--- src/design/yuv420_to_rgb_crop_unit_defines.svh ---
// Assertion macros for the YUV 4:2:0 to RGB crop unit.
// Included by the files that check their own logic; SYNTH removes the checks.
`ifndef YUV420_TO_RGB_CROP_UNIT_DEFINES_SVH
`define YUV420_TO_RGB_CROP_UNIT_DEFINES_SVH

`ifndef SYNTH
`define Y2R_ASSERT(label, clk, rst_n, prop, msg) \
  label: assert property (@(posedge clk) disable iff (!rst_n) prop) else $error(msg);
`define Y2R_ASSERT_NEVER(label, clk, rst_n, expr, msg) \
  label: assert property (@(posedge clk) disable iff (!rst_n) !(expr)) else $error(msg);
`else
`define Y2R_ASSERT(label, clk, rst_n, prop, msg)
`define Y2R_ASSERT_NEVER(label, clk, rst_n, expr, msg)
`endif

`endif

--- src/design/y2r_pkg.sv ---
// Shared types and constants for the YUV 4:2:0 to RGB crop unit.
// No dependencies; used by the conversion datapath and the top level.
package y2r_pkg;

  localparam int unsigned SampleW = 8;
  localparam int unsigned CoordW = 12;
  localparam int unsigned DataW = 32;
  localparam int unsigned AddrW = 5;
  localparam int unsigned RegIdxW = 3;

  localparam int unsigned FracBitsDef = 10;

  localparam int unsigned CoefYMilli = 1164;
  localparam int unsigned CoefRvMilli = 1596;
  localparam int unsigned CoefGvMilli = 813;
  localparam int unsigned CoefGuMilli = 391;
  localparam int unsigned CoefBuMilli = 2018;
  localparam int unsigned LumaOffset = 16;
  localparam int unsigned ChromaOffset = 128;
  localparam int unsigned ByteMax = 255;

  localparam logic [CoordW-1:0] FirstColRst = 12'd175;
  localparam logic [CoordW-1:0] LastColRst = 12'd988;
  localparam logic [CoordW-1:0] FirstRowRst = 12'd150;
  localparam logic [CoordW-1:0] LastRowRst = 12'd664;
  localparam logic ChanOrderRst = 1'b1;

  typedef enum logic [RegIdxW-1:0] {
    RegFirstCol = 3'd0,
    RegLastCol = 3'd1,
    RegFirstRow = 3'd2,
    RegLastRow = 3'd3,
    RegChanOrder = 3'd4
  } cfg_reg_e;

  typedef enum logic {
    OrderBgr = 1'b0,
    OrderRgb = 1'b1
  } chan_order_e;

  typedef struct packed {
    logic [SampleW-1:0] luma;
    logic [SampleW-1:0] chroma_blue;
    logic [SampleW-1:0] chroma_red;
    logic [CoordW-1:0] pixel_col;
    logic [CoordW-1:0] pixel_row;
  } pixel_req_t;

  typedef struct packed {
    logic [SampleW-1:0] chan_first;
    logic [SampleW-1:0] chan_middle;
    logic [SampleW-1:0] chan_last;
  } pixel_res_t;

endpackage

--- src/design/y2r_convert.sv ---
// Fixed-point BT.601 video-range color conversion of one pixel, combinational.
// Depends on y2r_pkg for the payload types and coefficient constants.
module y2r_convert #(
  parameter int unsigned FRAC_BITS = y2r_pkg::FracBitsDef
) (
  input  logic [y2r_pkg::SampleW-1:0] luma_i,
  input  logic [y2r_pkg::SampleW-1:0] chroma_blue_i,
  input  logic [y2r_pkg::SampleW-1:0] chroma_red_i,
  input  y2r_pkg::chan_order_e        order_i,
  output y2r_pkg::pixel_res_t         res_o
);

  localparam int unsigned SumW = FRAC_BITS + 11;
  localparam int unsigned DiffW = y2r_pkg::SampleW + 2;
  localparam int unsigned One = 1 << FRAC_BITS;

  localparam logic signed [SumW-1:0] CoefY =
    SumW'((y2r_pkg::CoefYMilli * One + 500) / 1000);
  localparam logic signed [SumW-1:0] CoefRv =
    SumW'((y2r_pkg::CoefRvMilli * One + 500) / 1000);
  localparam logic signed [SumW-1:0] CoefGv =
    SumW'((y2r_pkg::CoefGvMilli * One + 500) / 1000);
  localparam logic signed [SumW-1:0] CoefGu =
    SumW'((y2r_pkg::CoefGuMilli * One + 500) / 1000);
  localparam logic signed [SumW-1:0] CoefBu =
    SumW'((y2r_pkg::CoefBuMilli * One + 500) / 1000);

  function automatic logic [y2r_pkg::SampleW-1:0] to_byte(logic signed [SumW-1:0] sum);
    logic [y2r_pkg::SampleW-1:0] val;
    if (sum[SumW-1] || (sum == '0)) begin
      val = '0;
    end else if (sum[SumW-2:FRAC_BITS+y2r_pkg::SampleW] != '0) begin
      val = y2r_pkg::SampleW'(y2r_pkg::ByteMax);
    end else begin
      val = sum[FRAC_BITS+y2r_pkg::SampleW-1:FRAC_BITS];
    end
    return val;
  endfunction

  logic signed [DiffW-1:0] y_s, u_s, v_s;
  logic signed [SumW-1:0] luma_term, rv_term, gv_term, gu_term, bu_term;
  logic signed [SumW-1:0] r_sum, g_sum, b_sum;
  logic [y2r_pkg::SampleW-1:0] r_byte, g_byte, b_byte;

  assign y_s = $signed({2'b00, luma_i}) - DiffW'(y2r_pkg::LumaOffset);
  assign u_s = $signed({2'b00, chroma_blue_i}) - DiffW'(y2r_pkg::ChromaOffset);
  assign v_s = $signed({2'b00, chroma_red_i}) - DiffW'(y2r_pkg::ChromaOffset);

  assign luma_term = CoefY * SumW'(y_s);
  assign rv_term = CoefRv * SumW'(v_s);
  assign gv_term = CoefGv * SumW'(v_s);
  assign gu_term = CoefGu * SumW'(u_s);
  assign bu_term = CoefBu * SumW'(u_s);

  assign r_sum = luma_term + rv_term;
  assign g_sum = luma_term - gv_term - gu_term;
  assign b_sum = luma_term + bu_term;

  assign r_byte = to_byte(r_sum);
  assign g_byte = to_byte(g_sum);
  assign b_byte = to_byte(b_sum);

  always_comb begin
    res_o.chan_middle = g_byte;
    case (order_i)
      y2r_pkg::OrderRgb: begin
        res_o.chan_first = r_byte;
        res_o.chan_last = b_byte;
      end
      default: begin
        res_o.chan_first = b_byte;
        res_o.chan_last = r_byte;
      end
    endcase
  end

endmodule

--- src/design/yuv420_to_rgb_crop_unit.sv ---
// Cropped BT.601 YUV 4:2:0 to RGB pixel converter with an APB register port.
// A request is registered in the first stage; an in-window result and its strobe are registered in the second.
// Throughput: one pixel per cycle; busy stays low, and results cannot be stalled.
// Reset clears the valid bits of both pipeline stages and loads the default window and RGB order.
// Depends on y2r_pkg, y2r_convert and yuv420_to_rgb_crop_unit_defines.svh.
`include "yuv420_to_rgb_crop_unit_defines.svh"

module yuv420_to_rgb_crop_unit #(
  parameter int unsigned FRAC_BITS = y2r_pkg::FracBitsDef
) (
  input  logic                         clk_i,
  input  logic                         rst_ni,
  input  logic                         start,
  output logic                         busy,
  input  y2r_pkg::pixel_req_t          req_i,
  output logic                         res_valid_o,
  output y2r_pkg::pixel_res_t          res_o,
  input  logic                         psel,
  input  logic                         penable,
  input  logic                         pwrite,
  input  logic [y2r_pkg::AddrW-1:0]    paddr,
  input  logic [y2r_pkg::DataW-1:0]    pwdata,
  output logic [y2r_pkg::DataW-1:0]    prdata,
  output logic                         pready
);

  logic [y2r_pkg::CoordW-1:0] first_col_q, last_col_q, first_row_q, last_row_q;
  y2r_pkg::chan_order_e order_q;
  y2r_pkg::cfg_reg_e reg_idx;
  logic cfg_we, accept;

  y2r_pkg::pixel_req_t s1_req_q;
  logic s1_valid_q, s1_hit;
  y2r_pkg::pixel_res_t conv_res, res_q;
  logic res_valid_q;

  assign pready = 1'b1;
  assign busy = 1'b0;
  assign accept = start & ~busy;
  assign cfg_we = psel & penable & pwrite & pready;
  assign reg_idx = y2r_pkg::cfg_reg_e'(paddr[y2r_pkg::AddrW-1:2]);

  always_ff @(posedge clk_i or negedge rst_ni) begin
    if (!rst_ni) begin
      first_col_q <= y2r_pkg::FirstColRst;
      last_col_q <= y2r_pkg::LastColRst;
      first_row_q <= y2r_pkg::FirstRowRst;
      last_row_q <= y2r_pkg::LastRowRst;
      order_q <= y2r_pkg::chan_order_e'(y2r_pkg::ChanOrderRst);
    end else if (cfg_we) begin
      case (reg_idx)
        y2r_pkg::RegFirstCol: first_col_q <= pwdata[y2r_pkg::CoordW-1:0];
        y2r_pkg::RegLastCol: last_col_q <= pwdata[y2r_pkg::CoordW-1:0];
        y2r_pkg::RegFirstRow: first_row_q <= pwdata[y2r_pkg::CoordW-1:0];
        y2r_pkg::RegLastRow: last_row_q <= pwdata[y2r_pkg::CoordW-1:0];
        y2r_pkg::RegChanOrder: order_q <= y2r_pkg::chan_order_e'(pwdata[0]);
        default: ;
      endcase
    end
  end

  always_comb begin
    case (reg_idx)
      y2r_pkg::RegFirstCol: prdata = y2r_pkg::DataW'(first_col_q);
      y2r_pkg::RegLastCol: prdata = y2r_pkg::DataW'(last_col_q);
      y2r_pkg::RegFirstRow: prdata = y2r_pkg::DataW'(first_row_q);
      y2r_pkg::RegLastRow: prdata = y2r_pkg::DataW'(last_row_q);
      y2r_pkg::RegChanOrder: prdata = y2r_pkg::DataW'(order_q);
      default: prdata = '0;
    endcase
  end

  always_ff @(posedge clk_i or negedge rst_ni) begin
    if (!rst_ni) begin
      s1_valid_q <= 1'b0;
      res_valid_q <= 1'b0;
    end else begin
      s1_valid_q <= accept;
      res_valid_q <= s1_valid_q & s1_hit;
    end
  end

  always_ff @(posedge clk_i) begin
    if (accept) begin
      s1_req_q <= req_i;
    end
    if (s1_valid_q) begin
      res_q <= conv_res;
    end
  end

  assign s1_hit =
    (s1_req_q.pixel_col >= first_col_q) &&
    (s1_req_q.pixel_col <= last_col_q) &&
    (s1_req_q.pixel_row >= first_row_q) &&
    (s1_req_q.pixel_row <= last_row_q);

  y2r_convert #(
    .FRAC_BITS(FRAC_BITS)
  ) u_convert (
    .luma_i       (s1_req_q.luma),
    .chroma_blue_i(s1_req_q.chroma_blue),
    .chroma_red_i (s1_req_q.chroma_red),
    .order_i      (order_q),
    .res_o        (conv_res)
  );

  assign res_valid_o = res_valid_q;
  assign res_o = res_q;

  `Y2R_ASSERT(a_stage_from_request, clk_i, rst_ni, s1_valid_q |-> $past(accept),
              "Pipeline stage valid without an accepted request.")
  `Y2R_ASSERT(a_result_from_stage, clk_i, rst_ni, res_valid_q |-> $past(s1_valid_q && s1_hit),
              "Result strobe without an in-window pixel in the stage before.")
  `Y2R_ASSERT(a_outside_dropped, clk_i, rst_ni, (s1_valid_q && !s1_hit) |=> !res_valid_q,
              "Pixel outside the crop window produced a result.")
  `Y2R_ASSERT_NEVER(a_never_busy, clk_i, rst_ni, busy,
                    "Busy rose although the pipeline takes a request every cycle.")

endmodule
--- config.mk ---
export PLATFORM = sky130hd
export DESIGN_NAME = yuv420_to_rgb_crop_unit
export DESIGN_NICKNAME = d
export VERILOG_FILES = /design/src/design/y2r_pkg.sv /design/src/design/y2r_convert.sv /design/src/design/yuv420_to_rgb_crop_unit.sv
export VERILOG_INCLUDE_DIRS = /design/src /design/src/design
export SDC_FILE = /design/constraint.sdc
export NUM_CORES = 1
export LEC_CHECK = 0
export ABC_CLOCK_PERIOD_IN_PS = 10500
export BUFFER_PORTS_ARGS = -buffer_cell sky130_fd_sc_hd__clkbuf_2
export CORE_MARGIN = 8
export CORE_UTILIZATION = 65
export DETAILED_ROUTE_END_ITERATION = 7
export PLACE_DENSITY = 0.92
export RECOVER_POWER = 25
export SKIP_LAST_GASP = 1
export SLEW_MARGIN = 30
export SYNTH_ARGS = -nofsm -noshare
export SYNTH_HDL_FRONTEND = slang
export SYNTH_SLANG_ARGS = --single-unit
export TNS_END_PERCENT = 30
--- constraint.sdc ---
create_clock -name clk_i -period 10.5 [get_ports clk_i]
set_input_delay 2.1 -clock clk_i [delete_from_list [all_inputs] [get_ports clk_i]]
set_output_delay 2.1 -clock clk_i [all_outputs]
set_load 0.05 [all_outputs]
---- Word-level counts from Yosys, hierarchy flattened ----
Cells that the tools add are included.
storage, ports and cells
  bits in registers ....................... 123
  logic and storage cells ................. 64
  input port bits ......................... 91
  output and inout bits ................... 59
operators by class
  bitwise operators ....................... 3
  reductions and logical operators ........ 18
  magnitude comparators ................... 4
  equality and inequality tests ........... 4
  multipliers ............................. 5
  $add $sub $neg .......................... 7
  muxes and demuxes ....................... 8
operators with widths
  operator                                             number
  zero test 21 bit                                     3
  case mux 12 bit (5 select lines)                     1
  two-way mux 8 bit                                    7
  adder 21 bit                                         2
  subtractor 21 bit                                    2
  multiplier 11 x 9 -> 20 bit, first input constant    2
  >= comparator 12 bit                                 2
  <= comparator 12 bit                                 2
  multiplier 12 x 9 -> 20 bit, first input constant    1
  multiplier 9 x 9 -> 18 bit, first input constant     1
  subtractor 8 x 8 -> 9 bit, second input constant     2
  multiplier 6 x 9 -> 15 bit, first input constant     1
  AND reduction 2 bit                                  5
  subtractor 8 x 5 -> 9 bit, second input constant     1
  equality test 3 x 2 -> 1 bit, second input constant  2
  nonzero test 2 bit                                   3
  bitwise AND 1 bit                                    3
  equality test 3 x 1 -> 1 bit, second input constant  1
  equality test 3 bit, second input constant           1
  logical AND 1 bit                                    3
  zero test 3 bit                                      1
  logical OR 1 bit                                     3

---- Logic depth before layout (Yosys ltp) ----
  word-level depth ........................ 7
  mapped depth ............................ 30
  mapped depth without buffers ............ 30

---- Hierarchy ----
A second synthesis with hierarchy kept.
second synthesis, totals
  cells, all modules ...................... 1,418
  area, all modules ....................... 14,396.3 um2
by module, submodules not included
  module                   times used  cells an instance  seq. area each (um2)  area an instance (um2)
  y2r_convert              1           1,001              0.0                   8,526.9
  yuv420_to_rgb_crop_unit  1           417                3,465.8               5,869.4

---- Worst setup path after synthesis ----
Ideal clock, no wire load.
  path kind ............................... reg2reg
  start ................................... reg s1_req_q[44] (netlist name)
  end ..................................... reg res_q, in the netlist res_o[14] (data pin)
  period minus slack after synthesis ...... 6.617 ns
  stages on the path, launching flop included .. 28
  data arrival time ....................... 6.469 ns
  path buffers ............................ 1
  data required time ...................... 10.352 ns
  setup time .............................. 0.148 ns
  slack ................................... 3.883 ns
  cell sequence ........................... edfxtp_1 > inv_1 > ha_1 > or3b_1 > buf_4 > inv_1 > ha_1 > ha_1 > fa_1 > fa_1 > ha_1 > ha_1 > a21oi_1 > nand2_1 > a21oi_1 > xnor2_1 > inv_1 > fa_1 > inv_1 > ha_1 > a21boi_0 > o21ai_0 > a21oi_1 > o21a_1 > and2_1 > a221o_1 > a22o_1 > a21oi_1
on the way
  cells in the longest elaborated chain, start to end .. 6
  elaborated cells on any way between the ends .. 8
  classes of those cells .................. add/sub: 3; mul: 1; mux: 1; reduce/logical: 3
RTL lines
  element                                                        RTL line                              source
  start: declaration                                             yuv420_to_rgb_crop_unit.sv:32         y2r_pkg::pixel_req_t s1_req_q;
  start signal: assignment                                       yuv420_to_rgb_crop_unit.sv:85         s1_req_q <= req_i;
  subtractor 8 x 5 -> 9 bit *                                    y2r_convert.sv:45                     assign y_s = $signed({2'b00, luma_i}) - DiffW'(y2r_pkg::LumaOffset);
  multiplier 9 x 9 -> 18 bit *                                   y2r_convert.sv:49                     assign luma_term = CoefY * SumW'(y_s);
  subtractor 21 bit * (2 in a row)                               y2r_convert.sv:56                     assign g_sum = luma_term - gv_term - gu_term;
  zero test 21 bit / nonzero test 2 bit (equally long branches)  y2r_convert.sv:30, y2r_convert.sv:32
  logical OR 1 bit / two-way mux 8 bit (equally long branches)   y2r_convert.sv:30, y2r_convert.sv:32
  end signal: assignment                                         yuv420_to_rgb_crop_unit.sv:88         res_q <= conv_res;
  end: declaration                                               yuv420_to_rgb_crop_unit.sv:34         y2r_pkg::pixel_res_t conv_res, res_q;
Mark *: on every way between the ends. The rest lies on a longest branch, timed or not.
A chain may end at the register's enable or synchronous reset.

---- Final worst setup path ----
  start ................................... reg s1_req_q[44] (netlist name)
  end ..................................... reg res_q, in the netlist res_o[15] (data pin)
The elaborated chain is that of the path after synthesis.

==> results.py <==
metrics = {
    "synthesis": {
        "yosys.area.top_type": "ha_1",
        "synth_seq_cells": 123,
        "netlist_area_um2": 14100,
        "synth.distinct_cells": 82,
        "postSynthAreaPerCell_um2": 10.1,
        "ys_warn_count": 0,
        "async_reset_ff_frac": 0.415,
        "yosysTopAreaCellShare": 0.273,
        "synth.top_cells.by_area": "ha_1 (27%), edfxtp_1 (15%), fa_1 (8.5%)",
        "synth-edff-count": 72,
        "synth_ff_type": "edfxtp_1",
        "synth-seq-area-share": 0.246,
        "synth_cells": 1395,
    },
    "timing": {
        "drv_slew": 0,
        "period_needed_ns": 7.92,
        "relSlewSlack": 0.142,
        "hold_violations": 0,
        "clock.fmax_mhz": 126,
        "rsz0062_at_grt": "false",
        "fin_setup_tns_ns": 0,
        "skew_ns": 0.0130,
        "worst_pin_slew_ns": 1.29,
        "setup_viol": 0,
        "finalCritPeriodShare": 0.754,
    },
    "clock_network": {
        "cts-root-buf": "clkbuf_16",
        "cts_made_buffers": 17,
        "postCtsResizedCells": 0,
        "clockBufferDepth": 2,
        "ctsHtreeMaxLevel": 4,
        "path_clk_slew_ns": 0.07,
        "clock_sink_count": 123,
        "clkLatencyLatePin_ns": 0.44,
        "post_cts_buffers": 0,
        "cts_hold_buf": 0,
        "cts_tree": "built",
    },
    "worst_setup_path": {
        "worst_setup_path_start_kind": "flip-flop",
        "arrival_ns": 8.07,
        "cpMostUsedCell": "ha_1",
        "r2r_slack_ns": 2.58,
        "path_max_fanout": 9,
        "slowest_delay_ns": 0.69,
        "path_buf_inv": 2,
        "cp_data_required_time_ns": 10.65,
        "slowest_stage": "xnor2_1",
        "crit_family": "adder cells",
        "endpoint_kind": "flip-flop",
        "worstSetupPathType": "flip-flop to flip-flop",
    },
    "finish": {
        "seqCellArea_um2": 3470,
        "area_growth_pct": 9.84,
        "diodes": 0,
        "multi_input_area_um2": 9620,
        "drive_gt1_frac": 0.149,
        "final_cell_count_no_fill": 1800,
        "fin_util": 0.718,
        "fin_area_um2": 15500,
        "fill_cells": 1445,
        "finalNetCount": 1965,
    },
    "route": {
        "drtIter0Drc": 717,
        "viasPerCell": 6.13,
        "dr.pass1.iters": 6,
        "vias": 11000,
        "drt.antenna.violating_nets": 0,
        "wire_per_inst_um": 19.6,
        "drcViolationCount": 0,
        "wl_um": 35300,
    },
    "run_status": {
        "status": "finished clean",
    },
    "floorplanning": {
        "die_w_um": 163,
        "coreArea_um2": 21600,
        "start_util": 0.653,
        "rows": 54,
        "die_area_um2": 26600,
        "die-height_um": 163,
        "io_pins": 150,
    },
    "grt": {
        "grt_pass1_vias": 11800,
        "antenna_found_initial": 0,
        "grt_start_max_net_pins": 52,
        "overflow": 0,
        "grt_pass1_wl_um": 57200,
        "track_usage": 0.270,
    },
    "placement": {
        "dp_cells": 1768,
        "place_congestion": 0.936,
        "dpl_cell_area_um2": 14800,
        "dp_hpwl_um": 27400,
        "port_buffers": 105,
    },
    "flow_run": {
        "cap_violations": 0,
    },
    "min_path": {
        "hold_class": "flip-flop to flip-flop",
    },
}
==> layer usage <==
metal	vias up	global-route usage	wire, um
met5	-	0	0
met4	0	0.134	1440
met3	124	0.0552	2460
met2	534	0.480	17900
met1	5274	0.301	13500
li1	5105	-	-
==> placed cells by master, fill, tap and decap left out, types with 22 or more instances in the layout <==
cell type / Yosys / layout
fa_1: 60 / 60
a21o_1: 39 / 39
edfxtp_1: 72 / 72
dfrtp_1: 29 / 29
dfstp_2: 22 / 22
a21oi_1: 75 / 75
inv_1: 228 / 228
xnor2_1: 54 / 54
clkbuf_2: 0 / 101
mux2_2: 25 / 25
o21ai_0: 61 / 61
conb_1: 2 / 22
nor2b_1: 25 / 25
ha_1: 307 / 307
nand2_1: 63 / 63
nor2_1: 39 / 38
==> area by class of cell <==
cell class                 count  area share
multi-input combinational   1027       0.622
sequential                   123       0.224
inverter                     230      0.0558
timing repair buffer         108      0.0351
clock buffer                  17      0.0275
tap                          280      0.0227
clock inverter                15      0.0129
==> tightest hold or removal path, delay by kind of cell (launching register included) <==
family	cells	cell delay, ns
AO/OA/AOI/OAI	1	0.09
flip-flops	1	0.37
buffers and inverters	1	0.07
==> per-stage QoR <==
step	setup slack, ns	hold WS, ns
6_report	2.58	0.533
5_1_grt	2.21	0.565
4_1_cts	2.62	0.526
3_5_place_dp	2.73	0.515
3_3_place_gp	2.92	0.500
2_1_floorplan	3.88	0.478
==> flip-flops by register name, summed over array words and instances, names as in the netlist, 12 cells and up <==
register and cells:
res_o 24, s1_req_q 48, last_row_q 12, last_col_q 12
first_row_q 12, first_col_q 12
==> cells by family after synthesis <==
group | synth area share
flip-flops | 0.246
AND/OR/NAND/NOR | 0.0775
AO/OA/AOI/OAI | 0.149
adder cells (fa/ha/maj) | 0.360
buffers and inverters | 0.0768
XOR/XNOR | 0.0483
multiplexers | 0.0412
other | 0.000533
==> path summary, 6_finish.rpt <==
check	from	depth (start not counted)	end
worst max-delay path	s1_req_q[44]$_DFFE_PP_	25	res_o[15]$_SDFFCE_PP0P_
worst min-delay path	first_row_q[7]$_DFFE_PN1P_	2	first_row_q[7]$_DFFE_PN1P_
worst max register to register	s1_req_q[44]$_DFFE_PP_	25	res_o[15]$_SDFFCE_PP0P_
worst min register to register	first_row_q[7]$_DFFE_PN1P_	2	first_row_q[7]$_DFFE_PN1P_
max in group asynchronous	rst_ni	2	first_row_q[5]$_DFFE_PN0P_
min in group asynchronous	rst_ni	2	res_valid_o$_DFF_PN0_
==> cell usage after synthesis, types with 29 or more instances <==
library cell / n
a21o_1: 39
a21oi_1: 75
dfrtp_1: 29
edfxtp_1: 72
fa_1: 60
ha_1: 307
inv_1: 228
nand2_1: 63
nor2_1: 39
o21ai_0: 61
xnor2_1: 54
Power is not shown: default switching activity piles up to over one toggle a cycle in this logic, so the estimate is an artifact.
